`src/rtl/ckf_pkg.sv`:
```
// Package for the connection keep-alive state machine.
// Holds state, action and result codes, shared structs and code conversion.
// No dependencies.
package ckf_pkg;

  // Default widths and reset values
  localparam int unsigned AGE_BITS_DEF = 32;
  localparam int unsigned CFG_W = 31;
  localparam int unsigned RES_DEPTH = 4;
  localparam int unsigned RES_PTR_W = $clog2(RES_DEPTH);

  localparam logic [CFG_W-1:0] CONNECT_TIMEOUT_RST = CFG_W'(10000);
  localparam logic [CFG_W-1:0] KA_INTERVAL_RST = CFG_W'(2000);
  localparam logic [CFG_W-1:0] ANSWER_TIMEOUT_RST = CFG_W'(5000);

  // Configuration register indexes
  localparam logic [1:0] CFG_IDX_CONNECT_TIMEOUT = 2'd0;
  localparam logic [1:0] CFG_IDX_KA_INTERVAL = 2'd1;
  localparam logic [1:0] CFG_IDX_ANSWER_TIMEOUT = 2'd2;

  // Disconnect causes with a fixed meaning
  localparam logic [2:0] CAUSE_CLOSED = 3'd0;
  localparam logic [2:0] CAUSE_LOST = 3'd1;

  // Internal one-hot connection state
  typedef enum logic [8:0] {
    ST_IDLE         = 9'b000000001,
    ST_CONNECTING   = 9'b000000010,
    ST_CONNECTED    = 9'b000000100,
    ST_BAD_PW       = 9'b000001000,
    ST_MAX_CONNS    = 9'b000010000,
    ST_BAD_PACKET   = 9'b000100000,
    ST_INIT_TIMEOUT = 9'b001000000,
    ST_DISCONNECTED = 9'b010000000,
    ST_TIMED_OUT    = 9'b100000000
  } state_e;

  // Externally visible state codes
  typedef enum logic [3:0] {
    SC_IDLE         = 4'd0,
    SC_CONNECTING   = 4'd1,
    SC_CONNECTED    = 4'd2,
    SC_BAD_PW       = 4'd3,
    SC_MAX_CONNS    = 4'd4,
    SC_BAD_PACKET   = 4'd5,
    SC_INIT_TIMEOUT = 4'd6,
    SC_DISCONNECTED = 4'd7,
    SC_TIMED_OUT    = 4'd8
  } state_code_e;

  typedef enum logic [3:0] {
    ACT_TICK          = 4'd0,
    ACT_START_CONNECT = 4'd1,
    ACT_ACCEPT_IN     = 4'd2,
    ACT_RX_ACCEPT     = 4'd3,
    ACT_RX_DISCONNECT = 4'd4,
    ACT_RX_KA_REQ     = 4'd5,
    ACT_RX_KA_ANSWER  = 4'd6,
    ACT_RX_BAD_PW     = 4'd7,
    ACT_RX_MAX_CONNS  = 4'd8,
    ACT_RX_BAD_CONN   = 4'd9,
    ACT_LOCAL_DISC    = 4'd10,
    ACT_SEND_KA_ANS   = 4'd11,
    ACT_SEND_KA_REQ   = 4'd12
  } action_e;

  typedef enum logic [1:0] {
    RK_PACKET     = 2'd0,
    RK_CONNECT    = 2'd1,
    RK_DISCONNECT = 2'd2
  } kind_e;

  typedef enum logic [2:0] {
    PKT_CONN_REQ    = 3'd0,
    PKT_CONN_ACCEPT = 3'd1,
    PKT_DISCONNECT  = 3'd2,
    PKT_KA_REQ      = 3'd3,
    PKT_KA_ANSWER   = 3'd4
  } pkt_e;

  typedef enum logic [2:0] {
    OUT_SUCCESS   = 3'd0,
    OUT_TIMED_OUT = 3'd1,
    OUT_BAD_PW    = 3'd2,
    OUT_MAX_CONNS = 3'd3,
    OUT_BAD_CONN  = 3'd4
  } outcome_e;

  // One input word
  typedef struct packed {
    logic [3:0] action;
    logic [3:0] target_state;
    logic [2:0] cause;
    logic       notify_peer;
    logic       direct_flag;
  } item_t;

  // Configuration registers
  typedef struct packed {
    logic [CFG_W-1:0] connect_timeout;
    logic [CFG_W-1:0] ka_interval;
    logic [CFG_W-1:0] answer_timeout;
  } cfg_t;

  // One result word
  typedef struct packed {
    kind_e       kind;
    pkt_e        pkt;
    outcome_e    outc;
    logic [2:0]  dcause;
    logic        dir;
    state_code_e state;
    logic        last;
  } res_t;

  // Results of one step, pushed into the result queue
  typedef struct packed {
    logic [1:0] n;
    res_t       r0;
    res_t       r1;
  } push_t;

  function automatic state_code_e state_to_code(state_e s);
    state_code_e c;
    unique case (s)
      ST_IDLE:         c = SC_IDLE;
      ST_CONNECTING:   c = SC_CONNECTING;
      ST_CONNECTED:    c = SC_CONNECTED;
      ST_BAD_PW:       c = SC_BAD_PW;
      ST_MAX_CONNS:    c = SC_MAX_CONNS;
      ST_BAD_PACKET:   c = SC_BAD_PACKET;
      ST_INIT_TIMEOUT: c = SC_INIT_TIMEOUT;
      ST_DISCONNECTED: c = SC_DISCONNECTED;
      ST_TIMED_OUT:    c = SC_TIMED_OUT;
      default:         c = SC_IDLE;
    endcase
    return c;
  endfunction

  // Codes above the last state map to disconnected
  function automatic state_e code_to_state(logic [3:0] code);
    state_e s;
    unique case (state_code_e'(code))
      SC_IDLE:         s = ST_IDLE;
      SC_CONNECTING:   s = ST_CONNECTING;
      SC_CONNECTED:    s = ST_CONNECTED;
      SC_BAD_PW:       s = ST_BAD_PW;
      SC_MAX_CONNS:    s = ST_MAX_CONNS;
      SC_BAD_PACKET:   s = ST_BAD_PACKET;
      SC_INIT_TIMEOUT: s = ST_INIT_TIMEOUT;
      SC_DISCONNECTED: s = ST_DISCONNECTED;
      SC_TIMED_OUT:    s = ST_TIMED_OUT;
      default:         s = ST_DISCONNECTED;
    endcase
    return s;
  endfunction

endpackage

```
`src/rtl/ckf_step.sv`:
```
// Connection state registers and the single-pass step logic for one word.
// Depends on ckf_pkg.
module ckf_step import ckf_pkg::*; #(
  parameter int unsigned AgeBits = AGE_BITS_DEF
) (
  input  logic  clk_i,
  input  logic  rst_ni,
  input  logic  fire_i,
  input  item_t item_i,
  input  cfg_t  cfg_i,
  output push_t push_o
);

  localparam int unsigned CmpW = (AgeBits > CFG_W) ? AgeBits : CFG_W;

  state_e             st_q, st_d;
  logic [AgeBits-1:0] cage_q, cage_d, cage_inc;
  logic [AgeBits-1:0] kage_q, kage_d, kage_inc;
  logic               await_q, await_d;
  logic               done_q, done_d;
  logic               link_q, link_d;

  logic [CmpW-1:0] cage_ext, kage_ext, cto_ext, kai_ext, ato_ext;

  logic        send_req, send_vld;
  pkt_e        send_pkt;
  logic        rep_vld;
  kind_e       rep_kind;
  outcome_e    rep_outc;
  logic [2:0]  rep_cause;
  logic        rep_dir;
  logic        disc_req;
  logic        disc_dir;
  logic [2:0]  disc_cause;
  state_e      disc_tgt;
  logic        disc_notify;
  res_t        send_res, rep_res;
  state_code_e st_code;

  // Saturating age increments
  assign cage_inc = (&cage_q) ? cage_q : cage_q + AgeBits'(1);
  assign kage_inc = (&kage_q) ? kage_q : kage_q + AgeBits'(1);

  assign cage_ext = CmpW'(cage_inc);
  assign kage_ext = CmpW'(kage_inc);
  assign cto_ext  = CmpW'(cfg_i.connect_timeout);
  assign kai_ext  = CmpW'(cfg_i.ka_interval);
  assign ato_ext  = CmpW'(cfg_i.answer_timeout);

  // Decode the word against the current state
  always_comb begin
    st_d        = st_q;
    cage_d      = cage_q;
    kage_d      = kage_q;
    await_d     = await_q;
    done_d      = done_q;
    link_d      = link_q;
    send_req    = 1'b0;
    send_pkt    = PKT_CONN_REQ;
    rep_vld     = 1'b0;
    rep_kind    = RK_CONNECT;
    rep_outc    = OUT_SUCCESS;
    rep_cause   = CAUSE_CLOSED;
    rep_dir     = 1'b0;
    disc_req    = 1'b0;
    disc_dir    = 1'b0;
    disc_cause  = CAUSE_CLOSED;
    disc_tgt    = ST_DISCONNECTED;
    disc_notify = 1'b0;

    if (fire_i) begin
      unique case (action_e'(item_i.action))
        ACT_TICK: begin
          cage_d = cage_inc;
          kage_d = kage_inc;
          if (st_q == ST_CONNECTING) begin
            if (cage_ext >= cto_ext) begin
              st_d     = ST_INIT_TIMEOUT;
              rep_vld  = 1'b1;
              rep_kind = RK_CONNECT;
              rep_outc = OUT_TIMED_OUT;
              link_d   = 1'b0;
            end
          end else if (st_q == ST_CONNECTED && cfg_i.ka_interval != '0) begin
            if (!await_q) begin
              if (kage_ext > kai_ext) begin
                kage_d   = '0;
                send_req = 1'b1;
                send_pkt = PKT_KA_REQ;
                await_d  = 1'b1;
              end
            end else if (kage_ext > ato_ext) begin
              disc_req   = 1'b1;
              disc_dir   = 1'b1;
              disc_cause = CAUSE_LOST;
              disc_tgt   = ST_TIMED_OUT;
            end
          end
        end
        ACT_START_CONNECT: begin
          if (st_q == ST_IDLE) begin
            st_d     = ST_CONNECTING;
            cage_d   = '0;
            send_req = 1'b1;
            send_pkt = PKT_CONN_REQ;
          end
        end
        ACT_ACCEPT_IN: begin
          if (st_q == ST_IDLE) begin
            st_d     = ST_CONNECTED;
            send_req = 1'b1;
            send_pkt = PKT_CONN_ACCEPT;
          end
        end
        ACT_RX_ACCEPT: begin
          if (st_q == ST_CONNECTING) begin
            st_d     = ST_CONNECTED;
            kage_d   = '0;
            rep_vld  = 1'b1;
            rep_kind = RK_CONNECT;
            rep_outc = OUT_SUCCESS;
          end
        end
        ACT_RX_DISCONNECT: begin
          if (st_q == ST_CONNECTED) begin
            disc_req   = 1'b1;
            disc_dir   = 1'b1;
            disc_cause = CAUSE_CLOSED;
            disc_tgt   = ST_DISCONNECTED;
          end
        end
        ACT_RX_KA_REQ, ACT_SEND_KA_ANS: begin
          if (st_q == ST_CONNECTED) begin
            send_req = 1'b1;
            send_pkt = PKT_KA_ANSWER;
          end
        end
        ACT_RX_KA_ANSWER: begin
          if (await_q) begin
            await_d = 1'b0;
            kage_d  = '0;
          end
        end
        ACT_RX_BAD_PW: begin
          if (st_q == ST_CONNECTING) begin
            st_d     = ST_BAD_PW;
            rep_vld  = 1'b1;
            rep_kind = RK_CONNECT;
            rep_outc = OUT_BAD_PW;
          end
        end
        ACT_RX_MAX_CONNS: begin
          if (st_q == ST_CONNECTING) begin
            st_d     = ST_MAX_CONNS;
            rep_vld  = 1'b1;
            rep_kind = RK_CONNECT;
            rep_outc = OUT_MAX_CONNS;
          end
        end
        ACT_RX_BAD_CONN: begin
          if (st_q == ST_CONNECTING) begin
            st_d     = ST_BAD_PACKET;
            rep_vld  = 1'b1;
            rep_kind = RK_CONNECT;
            rep_outc = OUT_BAD_CONN;
          end
        end
        ACT_LOCAL_DISC: begin
          disc_req    = 1'b1;
          disc_dir    = item_i.direct_flag;
          disc_cause  = item_i.cause;
          disc_tgt    = code_to_state(item_i.target_state);
          disc_notify = item_i.notify_peer;
        end
        ACT_SEND_KA_REQ: begin
          if (st_q == ST_CONNECTED) begin
            kage_d   = '0;
            send_req = 1'b1;
            send_pkt = PKT_KA_REQ;
          end
        end
        default: begin
        end
      endcase
    end

    // Only the first disconnect takes effect; it reports only from connected
    if (disc_req && !done_q) begin
      done_d = 1'b1;
      if (st_q == ST_CONNECTED) begin
        if (disc_notify) begin
          send_req = 1'b1;
          send_pkt = PKT_DISCONNECT;
        end
        rep_vld   = 1'b1;
        rep_kind  = RK_DISCONNECT;
        rep_cause = disc_cause;
        rep_dir   = disc_dir;
      end
      st_d   = disc_tgt;
      link_d = 1'b0;
    end
  end

  // Drop packet sends once the link is cleaned
  assign send_vld = send_req && link_q;
  assign st_code  = state_to_code(st_d);

  always_comb begin
    send_res        = '0;
    send_res.kind   = RK_PACKET;
    send_res.pkt    = send_pkt;
    send_res.outc   = OUT_SUCCESS;
    send_res.state  = st_code;
    send_res.last   = !rep_vld;

    rep_res         = '0;
    rep_res.kind    = rep_kind;
    rep_res.pkt     = PKT_CONN_REQ;
    rep_res.outc    = (rep_kind == RK_CONNECT) ? rep_outc : OUT_SUCCESS;
    rep_res.dcause  = (rep_kind == RK_DISCONNECT) ? rep_cause : CAUSE_CLOSED;
    rep_res.dir     = (rep_kind == RK_DISCONNECT) ? rep_dir : 1'b0;
    rep_res.state   = st_code;
    rep_res.last    = 1'b1;
  end

  // Send goes first, report after it
  always_comb begin
    push_o.n  = 2'({1'b0, send_vld}) + 2'({1'b0, rep_vld});
    push_o.r0 = send_vld ? send_res : rep_res;
    push_o.r1 = rep_res;
  end

  // Hold the connection state
  always_ff @(posedge clk_i or negedge rst_ni) begin
    if (!rst_ni) begin
      st_q    <= ST_IDLE;
      cage_q  <= '0;
      kage_q  <= '1;
      await_q <= 1'b0;
      done_q  <= 1'b0;
      link_q  <= 1'b1;
    end else begin
      st_q    <= st_d;
      cage_q  <= cage_d;
      kage_q  <= kage_d;
      await_q <= await_d;
      done_q  <= done_d;
      link_q  <= link_d;
    end
  end

`ifndef SYNTHESIS
  a_done_no_link: assert property (@(posedge clk_i) disable iff (!rst_ni)
    done_q |-> !link_q)
    else $error("link present after disconnect");

  a_start_clears_age: assert property (@(posedge clk_i) disable iff (!rst_ni)
    (fire_i && item_i.action == ACT_START_CONNECT && st_q == ST_IDLE)
      |=> (cage_q == '0 && st_q == ST_CONNECTING))
    else $error("connect start did not clear age");

  a_accept_clears_ka: assert property (@(posedge clk_i) disable iff (!rst_ni)
    (fire_i && item_i.action == ACT_RX_ACCEPT && st_q == ST_CONNECTING)
      |=> (kage_q == '0 && st_q == ST_CONNECTED))
    else $error("rx accept did not enter connected with fresh age");
`endif

endmodule

```
`src/rtl/ckf_res_fifo.sv`:
```
// Result queue: takes up to two result words per cycle, hands out one per cycle while out_ready_i is high.
// Depends on ckf_pkg.
module ckf_res_fifo import ckf_pkg::*; (
  input  logic  clk_i,
  input  logic  rst_ni,
  input  push_t push_i,
  output logic  room2_o,
  output logic  out_valid_o,
  input  logic  out_ready_i,
  output res_t  head_o
);

  localparam int unsigned CntW = RES_PTR_W + 1;

  res_t                 mem_q [RES_DEPTH];
  logic [RES_PTR_W-1:0] wr_q, rd_q, wr_nxt;
  logic [CntW-1:0]      cnt_q;
  logic                 pop;

  assign out_valid_o = (cnt_q != '0);
  assign head_o      = mem_q[rd_q];
  assign pop         = out_valid_o && out_ready_i;
  assign room2_o     = (cnt_q <= CntW'(RES_DEPTH - 2));
  assign wr_nxt      = wr_q + RES_PTR_W'(1);

  // Write up to two words
  always_ff @(posedge clk_i) begin
    if (push_i.n != 2'd0) begin
      mem_q[wr_q] <= push_i.r0;
    end
    if (push_i.n == 2'd2) begin
      mem_q[wr_nxt] <= push_i.r1;
    end
  end

  // Advance pointers and fill count
  always_ff @(posedge clk_i or negedge rst_ni) begin
    if (!rst_ni) begin
      wr_q  <= '0;
      rd_q  <= '0;
      cnt_q <= '0;
    end else begin
      wr_q  <= wr_q + RES_PTR_W'(push_i.n);
      rd_q  <= rd_q + RES_PTR_W'(pop);
      cnt_q <= cnt_q + CntW'(push_i.n) - CntW'(pop);
    end
  end

`ifndef SYNTHESIS
  a_no_overflow: assert property (@(posedge clk_i) disable iff (!rst_ni)
    (push_i.n != 2'd0) |-> room2_o)
    else $error("result queue overflow");

  a_cnt_bound: assert property (@(posedge clk_i) disable iff (!rst_ni)
    cnt_q <= CntW'(RES_DEPTH))
    else $error("result count beyond depth");

  a_last_mark: assert property (@(posedge clk_i) disable iff (!rst_ni)
    (push_i.n == 2'd2) |-> (!push_i.r0.last && push_i.r1.last))
    else $error("bad last marking on a two-word push");

  a_single_last: assert property (@(posedge clk_i) disable iff (!rst_ni)
    (push_i.n == 2'd1) |-> push_i.r0.last)
    else $error("single word push without last");
`endif

endmodule

```
`src/rtl/connection_keepalive_fsm.sv`:
```
// Connection keep-alive state machine, top level; uses ckf_pkg, ckf_step and ckf_res_fifo.
// An accepted word waits in the input register and is processed once the result queue has
// room for two words; with the queue empty, its first result is valid right after that.
// Throughput: one input word per cycle while the queue has room; one result word out per
// cycle while out_ready_i is high, a second result following the first; input stalls while three or more words wait.
// Reset: asynchronous, active low; state idle, keep-alive age saturated, config defaults.
module connection_keepalive_fsm import ckf_pkg::*; #(
  parameter int unsigned AgeBits = AGE_BITS_DEF
) (
  input  logic             clk_i,
  input  logic             rst_ni,
  input  logic             cfg_we_i,
  input  logic [1:0]       cfg_idx_i,
  input  logic [CFG_W-1:0] cfg_wdata_i,
  input  logic             in_valid_i,
  output logic             in_ready_o,
  input  logic [3:0]       action_i,
  input  logic [3:0]       target_state_i,
  input  logic [2:0]       cause_i,
  input  logic             notify_peer_i,
  input  logic             direct_flag_i,
  output logic             out_valid_o,
  input  logic             out_ready_i,
  output logic [1:0]       result_kind_o,
  output logic [2:0]       packet_type_o,
  output logic [2:0]       connect_outcome_o,
  output logic [2:0]       disconnect_cause_o,
  output logic             direct_out_o,
  output logic [3:0]       conn_state_o,
  output logic             last_o
);

  cfg_t  cfg_q;
  item_t item_q;
  logic  stg_vld_q;
  logic  room2;
  logic  fire;
  push_t push;
  res_t  head;

  // Configuration registers
  always_ff @(posedge clk_i or negedge rst_ni) begin
    if (!rst_ni) begin
      cfg_q.connect_timeout <= CONNECT_TIMEOUT_RST;
      cfg_q.ka_interval     <= KA_INTERVAL_RST;
      cfg_q.answer_timeout  <= ANSWER_TIMEOUT_RST;
    end else if (cfg_we_i) begin
      unique case (cfg_idx_i)
        CFG_IDX_CONNECT_TIMEOUT: cfg_q.connect_timeout <= cfg_wdata_i;
        CFG_IDX_KA_INTERVAL:     cfg_q.ka_interval     <= cfg_wdata_i;
        CFG_IDX_ANSWER_TIMEOUT:  cfg_q.answer_timeout  <= cfg_wdata_i;
        default: begin
        end
      endcase
    end
  end

  // Input register: process when the result queue can take two words
  assign fire       = stg_vld_q && room2;
  assign in_ready_o = !stg_vld_q || fire;

  always_ff @(posedge clk_i or negedge rst_ni) begin
    if (!rst_ni) begin
      stg_vld_q <= 1'b0;
    end else if (in_ready_o) begin
      stg_vld_q <= in_valid_i;
    end
  end

  always_ff @(posedge clk_i) begin
    if (in_ready_o && in_valid_i) begin
      item_q.action       <= action_i;
      item_q.target_state <= target_state_i;
      item_q.cause        <= cause_i;
      item_q.notify_peer  <= notify_peer_i;
      item_q.direct_flag  <= direct_flag_i;
    end
  end

  ckf_step #(
    .AgeBits(AgeBits)
  ) u_step (
    .clk_i  (clk_i),
    .rst_ni (rst_ni),
    .fire_i (fire),
    .item_i (item_q),
    .cfg_i  (cfg_q),
    .push_o (push)
  );

  ckf_res_fifo u_res_fifo (
    .clk_i       (clk_i),
    .rst_ni      (rst_ni),
    .push_i      (push),
    .room2_o     (room2),
    .out_valid_o (out_valid_o),
    .out_ready_i (out_ready_i),
    .head_o      (head)
  );

  // Unpack the head result word
  assign result_kind_o      = head.kind;
  assign packet_type_o      = head.pkt;
  assign connect_outcome_o  = head.outc;
  assign disconnect_cause_o = head.dcause;
  assign direct_out_o       = head.dir;
  assign conn_state_o       = head.state;
  assign last_o             = head.last;

`ifndef SYNTHESIS
  a_push_needs_fire: assert property (@(posedge clk_i) disable iff (!rst_ni)
    (push.n != 2'd0) |-> fire)
    else $error("result pushed without a processed word");

  a_stage_holds: assert property (@(posedge clk_i) disable iff (!rst_ni)
    (stg_vld_q && !fire) |=> (stg_vld_q && $stable(item_q)))
    else $error("stalled input word lost");

  a_no_result_on_unused: assert property (@(posedge clk_i) disable iff (!rst_ni)
    (fire && item_q.action > ACT_SEND_KA_REQ) |-> (push.n == 2'd0))
    else $error("result from an unused action code");
`endif

endmodule
```
`config.mk`:
```
export PLATFORM = sky130hd
export DESIGN_NAME = connection_keepalive_fsm
export DESIGN_NICKNAME = d
export VERILOG_FILES = /design/src/rtl/ckf_pkg.sv /design/src/rtl/ckf_step.sv /design/src/rtl/ckf_res_fifo.sv /design/src/rtl/connection_keepalive_fsm.sv
export SDC_FILE = /design/constraint.sdc
export NUM_CORES = 1
export LEC_CHECK = 0
export BUFFER_PORTS_ARGS = -buffer_cell sky130_fd_sc_hd__buf_2
export CAP_MARGIN = 20
export CORE_UTILIZATION = 63
export DETAILED_ROUTE_END_ITERATION = 12
export PLACE_DENSITY = 0.81
export SYNTH_ARGS = -nofsm -noshare
export SYNTH_HDL_FRONTEND = slang
export SYNTH_HIERARCHICAL = 1
export SYNTH_SLANG_ARGS = --single-unit
```
`constraint.sdc`:
```
create_clock -name clk_i -period 9.35 [get_ports clk_i]
set_input_delay 0.935 -clock clk_i [delete_from_list [all_inputs] [get_ports clk_i]]
set_output_delay 0.935 -clock clk_i [all_outputs]
set_load 0.03 [all_outputs]
```
==> summary.md <==
The synthesized netlist occupies a cell area of 16,010 um2. Number of setup buffers added after CTS: 0. The tools report the element type at the critical path end as a flip-flop.

For this run, the post-layout net count is 1,685. The run gives 0.1478 mV as the worst ir drop on vdd. Portion of synthesized cell area occupied by the leading cell type: 0.1985. The power density relative to cell area works out to 186.0 nW/um2. The filler cells instantiated in the layout total 1,753. Number of failing setup endpoints in the final timing report: 0. Library cell used as clock root buffer: clkbuf_16. In this run the register-to-register setup slack is 1720 ps. Number of global-route vias before repair: 11,580. In this run, placement finished with an instance count of 1,827. In this run the remaining antenna-violating nets after routing total 0. The tools report the post-synthesis cell count as 1,484. The first global-routing pass estimated 61.64 mm of wire. In the routed design, unresolved DRC markers number 0. The run gives 6 as the count of warnings emitted by yosys. The tools report the launching point of the worst reg2reg path as u_step/kage_q[2]. The critical path buffer and inverter count came out at 1. Yosys attributes the largest share of cell area to dfrtp_1 20%, edfxtp_1 15%, mux2_2 11%. The detailed router finished its first iteration with 1,013 violations. The maximum clock rate was 131.1 MHz; the clock-pin transition on the worst setup and hold timing paths was 60 ps. The die boundary height is 161.4 um, and the number of antenna violations at the first check in global routing is 0.

The most critical setup path has its startpoint at u_step/kage_q[2]. The synthesized design contains 81 enable-type register cells. The number of antenna diodes in the final layout is 0. Across the run, the number of max-cap violations was 0.

STA puts the critical path data required time at 9520 ps. The flow ran to the end, and the final reports show no timing, DRC or antenna violations. Hold repair after CTS inserted 0 buffers. Worst setup path category: reg -> reg.

Multi-input gate area in the final layout: 8295 um2. Once detailed placement completed, the half-perimeter wirelength came to 26.94 mm. The register bit total from synthesis was 258; the number of CTS-inserted buffers was 27.

The tools report the total track usage as 0.2972. The effective utilization at floorplan is 0.6505. The kind of cell with the highest combined delay along the critical path is simple AND/OR/NAND/NOR gates. The floorplan step set the die width to 161.4 um. At the end of routability-driven placement, the weighted congestion stood at 0.9241.

The worst register-to-register path ends at u_res_fifo/mem_q[2][10]. Counting buffers and inverters, the worst setup path is 23 cells deep. STA puts the critical path data arrival time at 7800 ps. The clock period could shrink to 7626 ps. The routed layout has 11,830 vias.

The commonest cells after synthesis are 153 x mux2_2, 127 x dfrtp_1, 116 x inv_1, 103 x nand2_1, 100 x ha_1. Each instance of the synthesized netlist takes up on average 10.79 um2. For the overall overflow remaining after global route, the log shows 0.

In this run, post-CTS repair resized a total of 0 instances. The cell accounting for the most synthesized area was dfrtp_1. The end of the critical path is u_res_fifo/mem_q[2][10].

Of all nets on the critical path, the largest fanout is 22. The largest net degree at the start of global routing is 100, and the share of final-layout standard cells stronger than drive strength 1 is 0.2497. The floorplan step defined a die boundary enclosing 26,050 um2.

The region available for standard cell placement spans 24,600 um2. The total routed wirelength is 38.13 mm. Dividing the detail-routed wire length by the instance count gives 20.30 um. The average via count per standard cell works out to 6.298.

Setup repair after global routing left no endpoint under its margin. The signal on the critical path passes through nand4_1 > or3_1 > or4_4 > or3_1 > nor2_1 > nand3_1 > and2_1 > or2_1 > ha_1 > a21o_1 > a21oi_1 > nor4bb_1 > o211ai_1 > o21a_1 > nor3_4 > buf_4 > nor2_2 > nand3_1 > nor2_2 > or2_1 > ha_1 > and4bb_2 > a311o_1. Excluding fillers, the count of instances in the completed layout stands at 1,878. During placement, the flow inserted port buffers numbering 69. The clock reaches the later pin of the worst-skew pair after 550 ps.

Area occupied by registers: 6924 um2. After synthesis, the netlist uses 93 different library cells. The clock net in this run drives a total of 258 sinks.

Setup total negative slack on the finished layout was measured at 0 ps. For the count of pins over their slew limit, the log shows 0. The worst min-delay path category is in -> async.

In this design, the stage delay of the slowest critical-path cell is 780 ps. Most common cell in the synthesized netlist: mux2_2. Between clock sinks in the finished design, the worst skew comes to 22.90 ps. For the count of H-tree levels built during CTS, the log shows 1. The pre-antenna-repair detailed-routing pass consisted of 5 iterations. The tools report the element type at the critical path start as a flip-flop. The share of the clock period used by the worst path was 0.8156. 70 I/O pins were placed. For this design the static power due to leakage is 0.007821 uW. The portion of the post-synthesis area used by sequential elements is 0.4326. The signed area change from the synthesized netlist to the final layout works out to 8.685%. TritonCTS built the clock tree.

The primary flip-flop cell chosen by synthesis mapping is dfrtp_1. The relative slew slack was 0.2449. The clock passes through at most 3 buffers. The final count of hold timing violations is 0, and the slew at the pin closest to its max-slew limit is 1124 ps.

The count of cells along the worst register-to-register path was 23; the fraction of registers with async set/reset was 0.6860. The slowest stage of the critical path is the a311o_1 cell. The floorplan has 57 rows.
==> worst register-to-register path: cells and delay by family, from the launching register on <==
family	cells	cell delay [ps]
flip-flops	1	580
AO/OA/AOI/OAI	5	1570
adder cells (fa/ha/maj)	2	640
AND/OR/NAND/NOR	15	4120
buffers and inverters	1	310
==> area by class of cell <==
class                      instances  share of cell area
clock buffer                      33             0.04071
clock inverter                    17            0.008559
inverter                         118             0.02546
multi-input combinational       1044              0.4768
sequential                       258              0.3980
tap                              324             0.02330
timing repair buffer              84             0.02711
==> sequential cells by signal, summed over array words and instances (netlist names), 2 cells and up <==
register / count
cfg_q: 93
u_res_fifo/mem_q: 68
u_step/cage_q: 32
u_step/kage_q: 32
item_q: 13
u_step/st_q: 9
u_res_fifo/cnt_q: 3
u_res_fifo/rd_q: 2
u_res_fifo/wr_q: 2
==> metrics by stage <==
step             util  hold slack [ps]  setup WS [ps]  instance area, um2  power, uW
2_1_floorplan       -            424.7           1941               16010       1978
3_3_place_gp   0.6716            440.3           2069               16520       2141
3_5_place_dp   0.6716            469.7           1809               16520       2184
4_1_cts        0.7064            488.9           1758               17380       3240
5_1_grt        0.7070            507.6           1257               17400       3383
6_report       0.7070            490.4           1724               17400       3236
==> metal layers <==
| layer | wire length (um) | vias up | track usage |
|---|---|---|---|
| li1 | - | 5546 | - |
| met1 | 16950 | 5771 | 0.4219 |
| met2 | 17720 | 443 | 0.4784 |
| met3 | 2598 | 68 | 0.04571 |
| met4 | 864 | 0 | 0.07633 |
| met5 | 0 | - | 0 |
==> placed cells by master, fill, tap and decap left out, types with 10 or more instances in the layout <==
master       n
nand4_1     27
mux2_2     153
a31oi_1     22
nand2_1    103
o21a_1      10
dfstp_2     50
a21oi_1     42
a21o_1      20
o211ai_1    13
and2_1      13
a32o_1      13
nor4_1      15
dfrtp_1    127
xnor2_1     33
mux4_2      17
edfxtp_1    81
mux2_4      10
and3_1      27
nor2_1      83
and4_1      14
o21ai_0     61
clkbuf_16   27
mux2i_1     10
buf_4       14
o31ai_1     13
nor3_1      19
xor2_1      26
inv_1      116
ha_1       100
nor2b_1     11
nand3_1     51
buf_2       68
==> worst min path at each step <==
| stage | from | to |
|---|---|---|
| finish | rst_ni | u_step/cage_q[6] |
| global route | cfg_q[87] | cfg_q[87] |
| CTS | u_step/done_q | u_step/done_q |
| detailed placement | u_step/done_q | u_step/done_q |
| global placement | u_step/done_q | u_step/done_q |
| floorplan | u_step/done_q | u_step/done_q |
==> kinds of logic after synthesis <==
family	after synthesis	share of synthesized area
AND/OR/NAND/NOR	431	0.1456
flip-flops	258	0.4326
AO/OA/AOI/OAI	254	0.1071
multiplexers	195	0.1517
buffers and inverters	184	0.05081
adder cells (fa/ha/maj)	101	0.07942
XOR/XNOR	59	0.03228
other	2	0.0004692
==> report_power, final <==
| part | leakage (uW) | switching [uW] | internal, uW |
|---|---|---|---|
| sequential | 0.00294 | 125 | 1310 |
| clock | 0.000403 | 456 | 595 |
| combinational | 0.00448 | 426 | 324 |
(Power assumes the default switching activity.)
